File: src/hdl/gakf_pkg.sv
// Package with types, constants and register codes of the gated angle Kalman filter
package gakf_pkg;

	localparam int WIN_DEPTH = 5;
	localparam int CNT_W     = $clog2(WIN_DEPTH + 1);
	localparam int IDX_W     = (WIN_DEPTH > 1) ? $clog2(WIN_DEPTH) : 1;
	localparam int DIV_STEPS = 25;
	localparam int STEP_W    = $clog2(DIV_STEPS + 1);

	localparam logic [2:0] REG_TRACK_THRESHOLD    = 3'd0;
	localparam logic [2:0] REG_CORRELATION_MARGIN = 3'd1;
	localparam logic [2:0] REG_OUTLIER_LIMIT      = 3'd2;
	localparam logic [2:0] REG_PROCESS_NOISE      = 3'd3;
	localparam logic [2:0] REG_MEASUREMENT_NOISE  = 3'd4;

	localparam logic [15:0] THRESHOLD_RST = 16'd0;
	localparam logic [15:0] MARGIN_RST    = 16'd20;
	localparam logic [30:0] LIMIT_RST     = 31'd655360;
	localparam logic [23:0] PNOISE_RST    = 24'd1678;
	localparam logic [23:0] MNOISE_RST    = 24'd1677722;
	localparam logic [31:0] VARIANCE_RST  = 32'd1677722;

	typedef enum logic [3:0] {
		ST_IDLE,
		ST_PUSH,
		ST_ACC,
		ST_TEST,
		ST_PREP,
		ST_DIVK,
		ST_MULK,
		ST_UPD,
		ST_MULP,
		ST_LOADP,
		ST_DIVP,
		ST_DONE
	} state_t;

endpackage

File: src/hdl/gated_angle_kalman_filter_unit.sv
// Top level of the gated angle Kalman filter: sequencer, window, shared divider and multiplier
//
//  channel | signals                                              | direction
//  --------+------------------------------------------------------+----------
//  in      | in_valid, in_stall, platform_angle, detected_angle,  | into block
//          | correlation                                          |
//  out     | out_valid, out_stall, filtered_angle                 | out of block
//  cfg     | cfg_we, cfg_index, cfg_data                          | into block
//
// Each item runs through push, a window sum of one entry per cycle, test, setup, two
// 25-step restoring divisions (gain and new variance) on one shared divider and two
// products on one shared multiplier. A zero gain divisor skips the divisions and the
// products. in_stall stays high while an item is in work. The result sits in an
// output register; the next item may be taken while it waits.
// Reset clears the window count, estimate, variance and registers to their defaults.
module gated_angle_kalman_filter_unit (
	input  logic                clk,
	input  logic                arst_n,
	input  logic                in_valid,
	output logic                in_stall,
	input  logic signed [30:0]  platform_angle,
	input  logic signed [30:0]  detected_angle,
	input  logic        [15:0]  correlation,
	output logic                out_valid,
	input  logic                out_stall,
	output logic signed [31:0]  filtered_angle,
	input  logic                cfg_we,
	input  logic        [2:0]   cfg_index,
	input  logic        [30:0]  cfg_data
);

	localparam int CW = gakf_pkg::CNT_W;
	localparam int IW = gakf_pkg::IDX_W;
	localparam int TW = 32 + CW;
	localparam int DW = 32 + CW + 2;
	localparam int SW = gakf_pkg::STEP_W;

	gakf_pkg::state_t state_q, state_d;

	logic        [15:0] thr_q, margin_q;
	logic        [30:0] limit_q;
	logic        [23:0] pnoise_q, mnoise_q;

	logic signed [31:0] win_q [gakf_pkg::WIN_DEPTH];
	logic        [CW-1:0] cnt_q, idx_q;
	logic signed [TW-1:0] total_q;
	logic signed [31:0] est_q, sum_q, z_q;
	logic        [31:0] var_q, pp_q;
	logic        [15:0] corr_q;
	logic        [32:0] d_q, mag_q, rem_q;
	logic               neg_q;
	logic        [24:0] shf_q, k_q;
	logic        [SW-1:0] step_q;
	logic        [57:0] prod_q;
	logic               out_valid_q;
	logic signed [31:0] out_q;

	logic signed [16:0] gate;
	logic signed [16:0] corr_s;
	logic signed [DW-1:0] ns, dev, dev_abs;
	logic        [DW-1:0] nl;
	logic               outlier;
	logic        [32:0] pp_sum;
	logic        [32:0] d_next;
	logic        [56:0] numk, nump;
	logic        [33:0] rem_sh;
	logic        [33:0] rem_sub;
	logic        [32:0] mul_a;
	logic        [24:0] mul_b;
	logic        [34:0] corr_amt;
	logic signed [35:0] x_full;
	logic signed [31:0] x_clamp;
	logic signed [32:0] innov;

	// Gate and outlier test
	always_comb begin
		gate    = $signed({1'b0, thr_q}) - $signed({1'b0, margin_q});
		corr_s  = $signed({1'b0, corr_q});
		ns      = $signed({1'b0, cnt_q}) * sum_q;
		dev     = ns - DW'(total_q);
		dev_abs = dev[DW-1] ? -dev : dev;
		nl      = DW'(cnt_q) * DW'(limit_q);
		outlier = (cnt_q != '0) && (dev_abs > $signed(nl));
	end

	// Predicted variance, divisor and dividends
	always_comb begin
		pp_sum = {1'b0, var_q} + 33'(pnoise_q);
		d_next = {1'b0, pp_q} + 33'(mnoise_q);
		numk   = {1'b0, pp_q, 24'd0} + 57'(d_next[32:1]);
		nump   = prod_q[56:0] + 57'(d_q[32:1]);
		innov  = 33'(z_q) - 33'(est_q);
	end

	// Divider step and shared multiplier operands
	always_comb begin
		rem_sh  = {rem_q, shf_q[24]};
		rem_sub = rem_sh - {1'b0, d_q};
		mul_a   = (state_q == gakf_pkg::ST_MULK) ? mag_q : {1'b0, pp_q};
		mul_b   = (state_q == gakf_pkg::ST_MULK) ? k_q : {1'b0, mnoise_q};
	end

	// Estimate correction with clamp
	always_comb begin
		corr_amt = 35'((prod_q + 58'(1 << 23)) >> 24);
		x_full   = neg_q ? (36'(est_q) - $signed({1'b0, corr_amt}))
		                 : (36'(est_q) + $signed({1'b0, corr_amt}));
		if (x_full > 36'sd2147483647)
			x_clamp = 32'sh7FFFFFFF;
		else if (x_full < -36'sd2147483648)
			x_clamp = 32'sh80000000;
		else
			x_clamp = x_full[31:0];
	end

	// Advance the sequencer
	always_comb begin
		state_d = state_q;
		case (state_q)
			gakf_pkg::ST_IDLE:  if (in_valid) state_d = gakf_pkg::ST_PUSH;
			gakf_pkg::ST_PUSH:  state_d = gakf_pkg::ST_ACC;
			gakf_pkg::ST_ACC:   if (idx_q == cnt_q) state_d = gakf_pkg::ST_TEST;
			gakf_pkg::ST_TEST:  state_d = gakf_pkg::ST_PREP;
			gakf_pkg::ST_PREP:  state_d = (d_next == '0) ? gakf_pkg::ST_DONE
			                                             : gakf_pkg::ST_DIVK;
			gakf_pkg::ST_DIVK:  if (step_q == SW'(1)) state_d = gakf_pkg::ST_MULK;
			gakf_pkg::ST_MULK:  state_d = gakf_pkg::ST_UPD;
			gakf_pkg::ST_UPD:   state_d = gakf_pkg::ST_MULP;
			gakf_pkg::ST_MULP:  state_d = gakf_pkg::ST_LOADP;
			gakf_pkg::ST_LOADP: state_d = gakf_pkg::ST_DIVP;
			gakf_pkg::ST_DIVP:  if (step_q == SW'(1)) state_d = gakf_pkg::ST_DONE;
			gakf_pkg::ST_DONE:  if (!out_valid_q || !out_stall) state_d = gakf_pkg::ST_IDLE;
			default:            state_d = gakf_pkg::ST_IDLE;
		endcase
	end

	// Hold the sequencer state
	always_ff @(posedge clk or negedge arst_n) begin
		if (!arst_n) state_q <= gakf_pkg::ST_IDLE;
		else         state_q <= state_d;
	end

	// Write configuration registers
	always_ff @(posedge clk or negedge arst_n) begin
		if (!arst_n) begin
			thr_q    <= gakf_pkg::THRESHOLD_RST;
			margin_q <= gakf_pkg::MARGIN_RST;
			limit_q  <= gakf_pkg::LIMIT_RST;
			pnoise_q <= gakf_pkg::PNOISE_RST;
			mnoise_q <= gakf_pkg::MNOISE_RST;
		end else if (cfg_we) begin
			case (cfg_index)
				gakf_pkg::REG_TRACK_THRESHOLD:    thr_q    <= cfg_data[15:0];
				gakf_pkg::REG_CORRELATION_MARGIN: margin_q <= cfg_data[15:0];
				gakf_pkg::REG_OUTLIER_LIMIT:      limit_q  <= cfg_data;
				gakf_pkg::REG_PROCESS_NOISE:      pnoise_q <= cfg_data[23:0];
				gakf_pkg::REG_MEASUREMENT_NOISE:  mnoise_q <= cfg_data[23:0];
				default:                          ;
			endcase
		end
	end

	// Filter state and output register
	always_ff @(posedge clk or negedge arst_n) begin
		if (!arst_n) begin
			cnt_q       <= '0;
			est_q       <= '0;
			var_q       <= gakf_pkg::VARIANCE_RST;
			out_valid_q <= 1'b0;
		end else begin
			// raise the result when leaving DONE, drop it once taken
			if (state_q == gakf_pkg::ST_DONE && (!out_valid_q || !out_stall))
				out_valid_q <= 1'b1;
			else if (out_valid_q && !out_stall)
				out_valid_q <= 1'b0;
			case (state_q)
				gakf_pkg::ST_PUSH: begin
					if (corr_s < gate && cnt_q < CW'(gakf_pkg::WIN_DEPTH))
						cnt_q <= cnt_q + CW'(1);
				end
				gakf_pkg::ST_PREP: begin
					if (d_next == '0)
						var_q <= '0;
				end
				gakf_pkg::ST_UPD:  est_q <= x_clamp;
				gakf_pkg::ST_DIVP: begin
					if (step_q == SW'(1))
						var_q <= {7'd0, shf_q[23:0], ~rem_sub[33]};
				end
				default: ;
			endcase
		end
	end

	// Work registers: window, accumulator, divider, multiplier
	always_ff @(posedge clk) begin
		case (state_q)
			gakf_pkg::ST_IDLE: begin
				sum_q  <= 32'(platform_angle) + 32'(detected_angle);
				corr_q <= correlation;
			end
			gakf_pkg::ST_PUSH: begin
				// push, dropping the oldest sum when full
				if (corr_s < gate) begin
					if (cnt_q < CW'(gakf_pkg::WIN_DEPTH)) begin
						win_q[cnt_q[IW-1:0]] <= sum_q;
					end else begin
						for (int i = 0; i < gakf_pkg::WIN_DEPTH - 1; i++)
							win_q[i] <= win_q[i+1];
						win_q[gakf_pkg::WIN_DEPTH-1] <= sum_q;
					end
				end
				idx_q   <= '0;
				total_q <= '0;
			end
			gakf_pkg::ST_ACC: begin
				if (idx_q != cnt_q) begin
					total_q <= total_q + TW'(win_q[idx_q[IW-1:0]]);
					idx_q   <= idx_q + CW'(1);
				end
			end
			gakf_pkg::ST_TEST: begin
				z_q  <= (outlier || corr_s > gate) ? est_q : sum_q;
				pp_q <= pp_sum[32] ? 32'hFFFFFFFF : pp_sum[31:0];
			end
			gakf_pkg::ST_PREP: begin
				d_q    <= d_next;
				rem_q  <= {1'b0, numk[56:25]};
				shf_q  <= numk[24:0];
				step_q <= SW'(gakf_pkg::DIV_STEPS);
				neg_q  <= innov[32];
				mag_q  <= innov[32] ? 33'(-innov) : 33'(innov);
			end
			gakf_pkg::ST_DIVK, gakf_pkg::ST_DIVP: begin
				// one quotient bit per cycle, shifted in behind the dividend
				rem_q  <= rem_sub[33] ? rem_sh[32:0] : rem_sub[32:0];
				shf_q  <= {shf_q[23:0], ~rem_sub[33]};
				step_q <= step_q - SW'(1);
				if (state_q == gakf_pkg::ST_DIVK && step_q == SW'(1))
					k_q <= {shf_q[23:0], ~rem_sub[33]};
			end
			gakf_pkg::ST_MULK, gakf_pkg::ST_MULP: prod_q <= mul_a * mul_b;
			gakf_pkg::ST_LOADP: begin
				rem_q  <= {1'b0, nump[56:25]};
				shf_q  <= nump[24:0];
				step_q <= SW'(gakf_pkg::DIV_STEPS);
			end
			gakf_pkg::ST_DONE: begin
				if (!out_valid_q || !out_stall)
					out_q <= est_q;
			end
			default: ;
		endcase
	end

	assign in_stall       = (state_q != gakf_pkg::ST_IDLE);
	assign out_valid      = out_valid_q;
	assign filtered_angle = out_q;

endmodule

File: config.mk
export PLATFORM = sky130hd
export DESIGN_NAME = gated_angle_kalman_filter_unit
export DESIGN_NICKNAME = d
export VERILOG_FILES = /design/src/hdl/gakf_pkg.sv /design/src/hdl/gated_angle_kalman_filter_unit.sv
export SDC_FILE = /design/constraint.sdc
export NUM_CORES = 2
export LEC_CHECK = 0
export BUFFER_PORTS_ARGS = -buffer_cell sky130_fd_sc_hd__buf_2
export CAP_MARGIN = 10
export CORE_ASPECT_RATIO = 0.6
export CORE_MARGIN = 2
export CORE_UTILIZATION = 60
export DETAILED_ROUTE_END_ITERATION = 7
export PLACE_DENSITY = 0.75
export SLEW_MARGIN = 10
export SYNTH_ARGS = -nofsm -noshare
export SYNTH_HDL_FRONTEND = slang
export SYNTH_SLANG_ARGS = --single-unit
File: constraint.sdc
create_clock -name clk -period 10.45 [get_ports clk]
set_input_delay 1.5675 -clock clk [delete_from_list [all_inputs] [get_ports clk]]
set_output_delay 1.5675 -clock clk [all_outputs]
set_load 0.005 [all_outputs]
======== After elaboration in Yosys (flattened, before gate mapping) ========
Memories as Yosys holds them, arrays and structs flattened. A register that Yosys moved wholly into a read port is not among the register bits.
Cells that the tools add are included.
operators by class
  add/subtract/negate cells ............... 18
  multipliers ............................. 3
  div/mod/pow operators ................... 0
  order comparisons ....................... 6
  equal/unequal tests ..................... 25
  shifts and indexed selects .............. 0
  mux-type cells .......................... 40
  bitwise logic cells ..................... 1
  reductions and logical operators ........ 34
operator list
  cell                                                   count
  2-to-1 mux 32 bit                                      7
  one-hot mux 33 bit (3 select lines)                    1
  one-hot mux 25 bit (3 select lines)                    1
  one-hot mux 35 bit (2 select lines)                    1
  adder 32 x 24 -> 33 bit                                2
  2-to-1 mux 33 bit                                      2
  one-hot mux 32 bit (2 select lines)                    1
  adder 58 x 24 -> 58 bit (second input constant)        1
  multiplier 33 x 25 -> 58 bit                           1
  adder 56 x 32 -> 57 bit                                1
  adder 57 x 32 -> 57 bit                                1
  one-hot mux 4 bit (12 select lines)                    1
  > comparator 37 x 35 -> 1 bit                          1
  2-to-1 mux 37 bit                                      1
  negation 37 bit                                        1
  subtractor 36 x 35 -> 37 bit                           1
  adder 32 x 35 -> 36 bit                                1
  > comparator 36 x 32 -> 1 bit (second input constant)  1
  < comparator 36 x 32 -> 1 bit (second input constant)  1
  multiplier 4 x 32 -> 36 bit                            1
  2-to-1 mux 36 bit                                      1
  subtractor 32 x 35 -> 36 bit                           1
  adder 35 x 32 -> 35 bit                                1
  2-to-1 mux 35 bit                                      1
  other kinds (44)                                       95
word-level totals
  flip-flop bits (word level) ............. 578
  latch bits .............................. 0
  bits in writable memories ............... 160
  ROM bits ................................ 0
  output and inout bits ................... 34
  logic and storage cells ................. 154
  memories ................................ 1
memory list
  name   words  bits a word  read ports  clocked after memory_dff  write ports  line                                  RTL
  win_q  5      32           5           1                         5            gated_angle_kalman_filter_unit.sv:44  logic signed [31:0] win_q [gakf_pkg::WIN_DEPTH];

======== Longest topological paths before layout ========
  word-level depth ........................ 8
  mapped depth ............................ 37
  depth with buffers taken out ............ 32

======== Worst setup path after synthesis ========
No wires, ideal clock.
  path kind ............................... flip-flop to flip-flop
  start point ............................. register state_q[0]
  end point ............................... register prod_q[56], data pin
  library setup time ...................... 258 ps
  data arrival time ....................... 8761 ps
  data required time ...................... 10192 ps
  slack ................................... 1432 ps
  stages on the path, launching flop included .. 37
  clock period less this slack ............ 9018 ps
  cell sequence ........................... dfrtp_1 -> clkbuf_1 -> nand2b_1 -> clkbuf_1 -> nand2b_1 -> clkbuf_1 -> buf_1 -> clkbuf_1 -> nand2_1 -> nand2_1 -> clkbuf_1 -> nand2_1 -> fa_1 -> inv_1 -> fa_1 -> inv_1 -> fa_1 -> fa_1 -> inv_1 -> fa_1 -> inv_1 -> fa_1 -> inv_1 -> fa_1 -> ha_1 -> a21o_1 -> a21o_1 -> a21oi_1 -> nor2b_1 -> a211o_1 -> a221o_1 -> a31oi_1 -> a21oi_1 -> o21a_1 -> a21oi_1 -> o21a_1 -> xnor2_1
between the ends
  cells in the longest elaborated chain, start to end .. 3
ends and longest elaborated chain
  item                                                    line                                                                         RTL
  from (decl)                                             gated_angle_kalman_filter_unit.sv:38                                         gakf_pkg::state_t state_q, state_d;
  from (signal assigned)                                  gated_angle_kalman_filter_unit.sv:139                                        if (!arst_n) state_q <= gakf_pkg::ST_IDLE;
  from (signal assigned)                                  gated_angle_kalman_filter_unit.sv:140                                        else state_q <= state_d;
  == test 4 x 3 -> 1 bit (*)                              gated_angle_kalman_filter_unit.sv:99, gated_angle_kalman_filter_unit.sv:100
  2-to-1 mux 33 bit or 2-to-1 mux 25 bit (tied branches)  gated_angle_kalman_filter_unit.sv:99, gated_angle_kalman_filter_unit.sv:100
  multiplier 33 x 25 -> 58 bit (*)                        gated_angle_kalman_filter_unit.sv:242                                        gakf_pkg::ST_MULK, gakf_pkg::ST_MULP: prod_q <= mul_a * mul_b;
  to (signal assigned)                                    gated_angle_kalman_filter_unit.sv:242
  to (decl)                                               gated_angle_kalman_filter_unit.sv:54                                         logic [57:0] prod_q;
Every way passes the cells marked *; elsewhere a longest branch is shown, timed or not.
A chain may end at the register's enable or synchronous reset.

======== Final worst setup path ========
  start point ............................. register state_q[0]
  end point ............................... register prod_q[31], data pin
The elaborated chain is that of the path after synthesis.

==> flow_metrics.py <==
metrics = {
    "timing": {
        "tns_ps": 0,
        "finClkSkew_ps": 43.3,
        "finalCriticalPeriod_ps": 10070,
        "post-route-period-util_pct": 96.4,
        "relSlewSlack_pct": -0.971,
        "fmax_ghz": 0.0993,
        "setup_viol": 0,
        "drv_slew": 1,
        "whs_ps": 475,
        "max_slew.worst_pin.slew_ps": 1480,
        "rsz0062_at_grt": "no",
        "hold_viol_final": 0,
    },
    "routing": {
        "ant_nets": 0,
        "wl_per_cell_um": 25.3,
        "vias": 65071,
        "drc": 0,
        "via_per_inst": 6.26,
        "drt_iter0_markers": 8663,
        "dr.pass1.iters": 7,
        "wirelength_um": 263000,
    },
    "floorplan": {
        "start_util_pct": 60.3,
        "coreArea_um2": 136000,
        "io_pins": 151,
        "die_area_um2": 140000,
        "num_rows": 105,
        "die_x_um": 482,
        "die_y_um": 291,
    },
    "run_status": {
        "failed_checks": "max-capacitance violations, max-slew violations",
        "run_status": "finished with violations",
    },
    "synth": {
        "synth_ff_type": "edfxtp_1",
        "synth_fa_ha_area_share_pct": 29.2,
        "synth-xor-area-share_pct": 5.31,
        "synth_mux_area_share_pct": 6.53,
        "yosysUniqueCellTypes": 97,
        "synth_compound_area_share_pct": 10.2,
        "yosys.area_share.simple_pct": 13.3,
        "synth_top_family_by_area": "adder cells",
        "ys_warn_count": 0,
        "synth_edf_count": 639,
        "syn_avg_cell_area_um2": 9.91,
        "ys_seq_elements": 818,
        "synthesis.area_um2": 82300,
        "async_flop_share_pct": 21.5,
        "ys_seq_area_share_pct": 28.8,
        "netlist_instances": 8301,
    },
    "grt": {
        "grt_usage_pct": 37.5,
        "antenna_found_initial": 16,
        "grt_max_degree": 107,
        "grt_overflow": 0,
        "grt_pass1_vias": 62238,
        "grt_first_pass_wirelength_um": 393000,
    },
    "clock_network": {
        "path_clk_slew_ps": 80,
        "clock_latency_ps": 730,
        "h-tree-depth": 3,
        "numCtsBuffers": 78,
        "cts-hold-fix-buffers": 0,
        "cts_resized": 0,
        "clock_path_buffers": 3,
        "postCtsSetupBuffers": 0,
        "cts_tree": "done",
        "ctsRootBufferMaster": "clkbuf_16",
        "cts.sinks": 818,
    },
    "setup_path": {
        "cp_max_fo": 27,
        "max_stage_delay_ps": 940,
        "required_ps": 10950,
        "cpMaxStageDelayCell": "mux2i_1",
        "end_kind": "flop",
        "path_buf_inv": 5,
        "start_kind": "flop",
        "crit_type": "reg2reg",
        "crit_family": "adder cells",
        "cpMostUsedCell": "fa_1",
        "crit_arrival_ps": 10570,
    },
    "placed_design": {
        "gp_congestion": 1.03,
        "io_buffers": 150,
        "place_hpwl_um": 210000,
    },
    "finish": {
        "final_cell_mix": "1,143 x inv_1, 1,070 x nand2_1, 818 x fa_1",
        "areaGrowthSynthToFinish_pct": 7.61,
        "fillers": 10789,
        "drive_gt1_share_pct": 10.6,
        "final_common_cell": "inv_1",
        "final_nets": 10032,
    },
    "hold_path": {
        "min_path_type": "reg2reg",
    },
    "run": {
        "cap_viol_max_count": 1,
    },
}
==> per-layer routing <==
layer / vias up / global-route usage [%] / part of all wire, %
met2: 4087 / 46.6 / 37
li1: 28321 / - / -
met4: 18 / 6.98 / 1.9
met1: 32267 / 58.7 / 43
met5: - / 0 / 0.12
met3: 378 / 17.6 / 17
==> synth_stat cells, types with 25 or more instances <==
master | count | area [um2]
a211oi_1 | 33 | 248
a21o_1 | 165 | 1240
a21oi_1 | 334 | 1670
a22oi_1 | 60 | 450
a31oi_1 | 53 | 332
and2_1 | 129 | 807
and3_1 | 115 | 719
buf_1 | 34 | 128
clkbuf_1 | 248 | 931
dfrtp_1 | 144 | 3600
dfstp_2 | 32 | 841
edfxtp_1 | 639 | 19200
fa_1 | 818 | 16400
ha_1 | 609 | 7620
inv_1 | 1144 | 4290
mux2_2 | 262 | 2950
mux2_4 | 30 | 450
mux2i_1 | 53 | 531
mux4_2 | 64 | 1440
nand2_1 | 1070 | 4020
nand2b_1 | 78 | 488
nand3_1 | 111 | 556
nand4_1 | 66 | 413
nor2_1 | 507 | 1900
nor2b_1 | 66 | 413
nor3_1 | 88 | 440
nor4_1 | 30 | 188
o211ai_1 | 32 | 240
o21a_1 | 65 | 488
o21ai_0 | 283 | 1420
o21bai_1 | 50 | 375
o31ai_1 | 25 | 188
or3_1 | 40 | 250
xnor2_1 | 309 | 2710
xor2_1 | 190 | 1660
==> layout make-up <==
class | count | area, um2 | share of cell area, %
Antenna cell | 19 | 47.5 | 0.0537
Clock buffer | 97 | 2070 | 2.34
Clock inverter | 47 | 465 | 0.526
Inverter | 1145 | 4300 | 4.85
Multi-Input combinational cell | 6131 | 53600 | 60.6
Sequential cell | 818 | 23700 | 26.8
Tap cell | 1819 | 2280 | 2.57
Timing Repair Buffer | 314 | 2050 | 2.32
==> per-stage QoR <==
step / std cells / utilization, % / cell area, um2 / setup slack, ps
2_1_floorplan: 8396 / - / 82600 / 1430
3_3_place_gp: 10227 / 63.0 / 86000 / 782
3_5_place_dp: 10227 / 63.0 / 86000 / 627
4_1_cts: 10371 / 64.9 / 88500 / 598
5_1_grt: 10371 / 64.9 / 88500 / 132
6_report: 10390 / 64.9 / 88500 / 378
==> worst min-delay path: cells and delay by family (launching register included) <==
kind	cells	cell delay (ps)
AO/OA/AOI/OAI	1	50
flip-flops	1	380
AND/OR/NAND/NOR	1	50
==> logic make-up (layout without fill, tap and decap cells) <==
kind of cell / count (synthesis) / in the layout
and+or+nand+nor: 2393 / 2393
DFF: 818 / 818
other: 1 / 115
muxes: 409 / 409
adders and majority gates: 1427 / 1427
buffers and inverters: 1447 / 1603
AOI/OAI and AO/OA: 1307 / 1307
xor gates and xnor gates: 499 / 499
==> flip-flops by register name, summed over array words and instances, names as in the netlist, 3 cells and up, named ones only <==
register	flops
shf_q	25
z_q	32
mnoise_q	24
pnoise_q	24
mag_q	33
margin_q	16
k_q	25
d_q	27
pp_q	26
state_q	4
sum_q	32
est_q	32
win_q	256
thr_q	16
rem_q	33
step_q	5
idx_q	3
limit_q	31
prod_q	58
cnt_q	3
corr_q	16
total_q	35
var_q	25
filtered_angle	32
==> final timing paths <==
path                       startpoint           to  slack, ps  cells after the start
min in group asynchronous      arst_n  pnoise_q[8]        890                      1
max in group asynchronous      arst_n    est_q[26]       8350                      2
hold / removal               var_q[7]     var_q[7]        470                      2
setup / recovery           state_q[0]   prod_q[31]        380                     27
setup reg to reg           state_q[0]   prod_q[31]        380                     27
hold reg to reg              var_q[7]     var_q[7]        470                      2
Power is not shown: default switching activity piles up to over one toggle a cycle in this logic, so the estimate is an artifact.
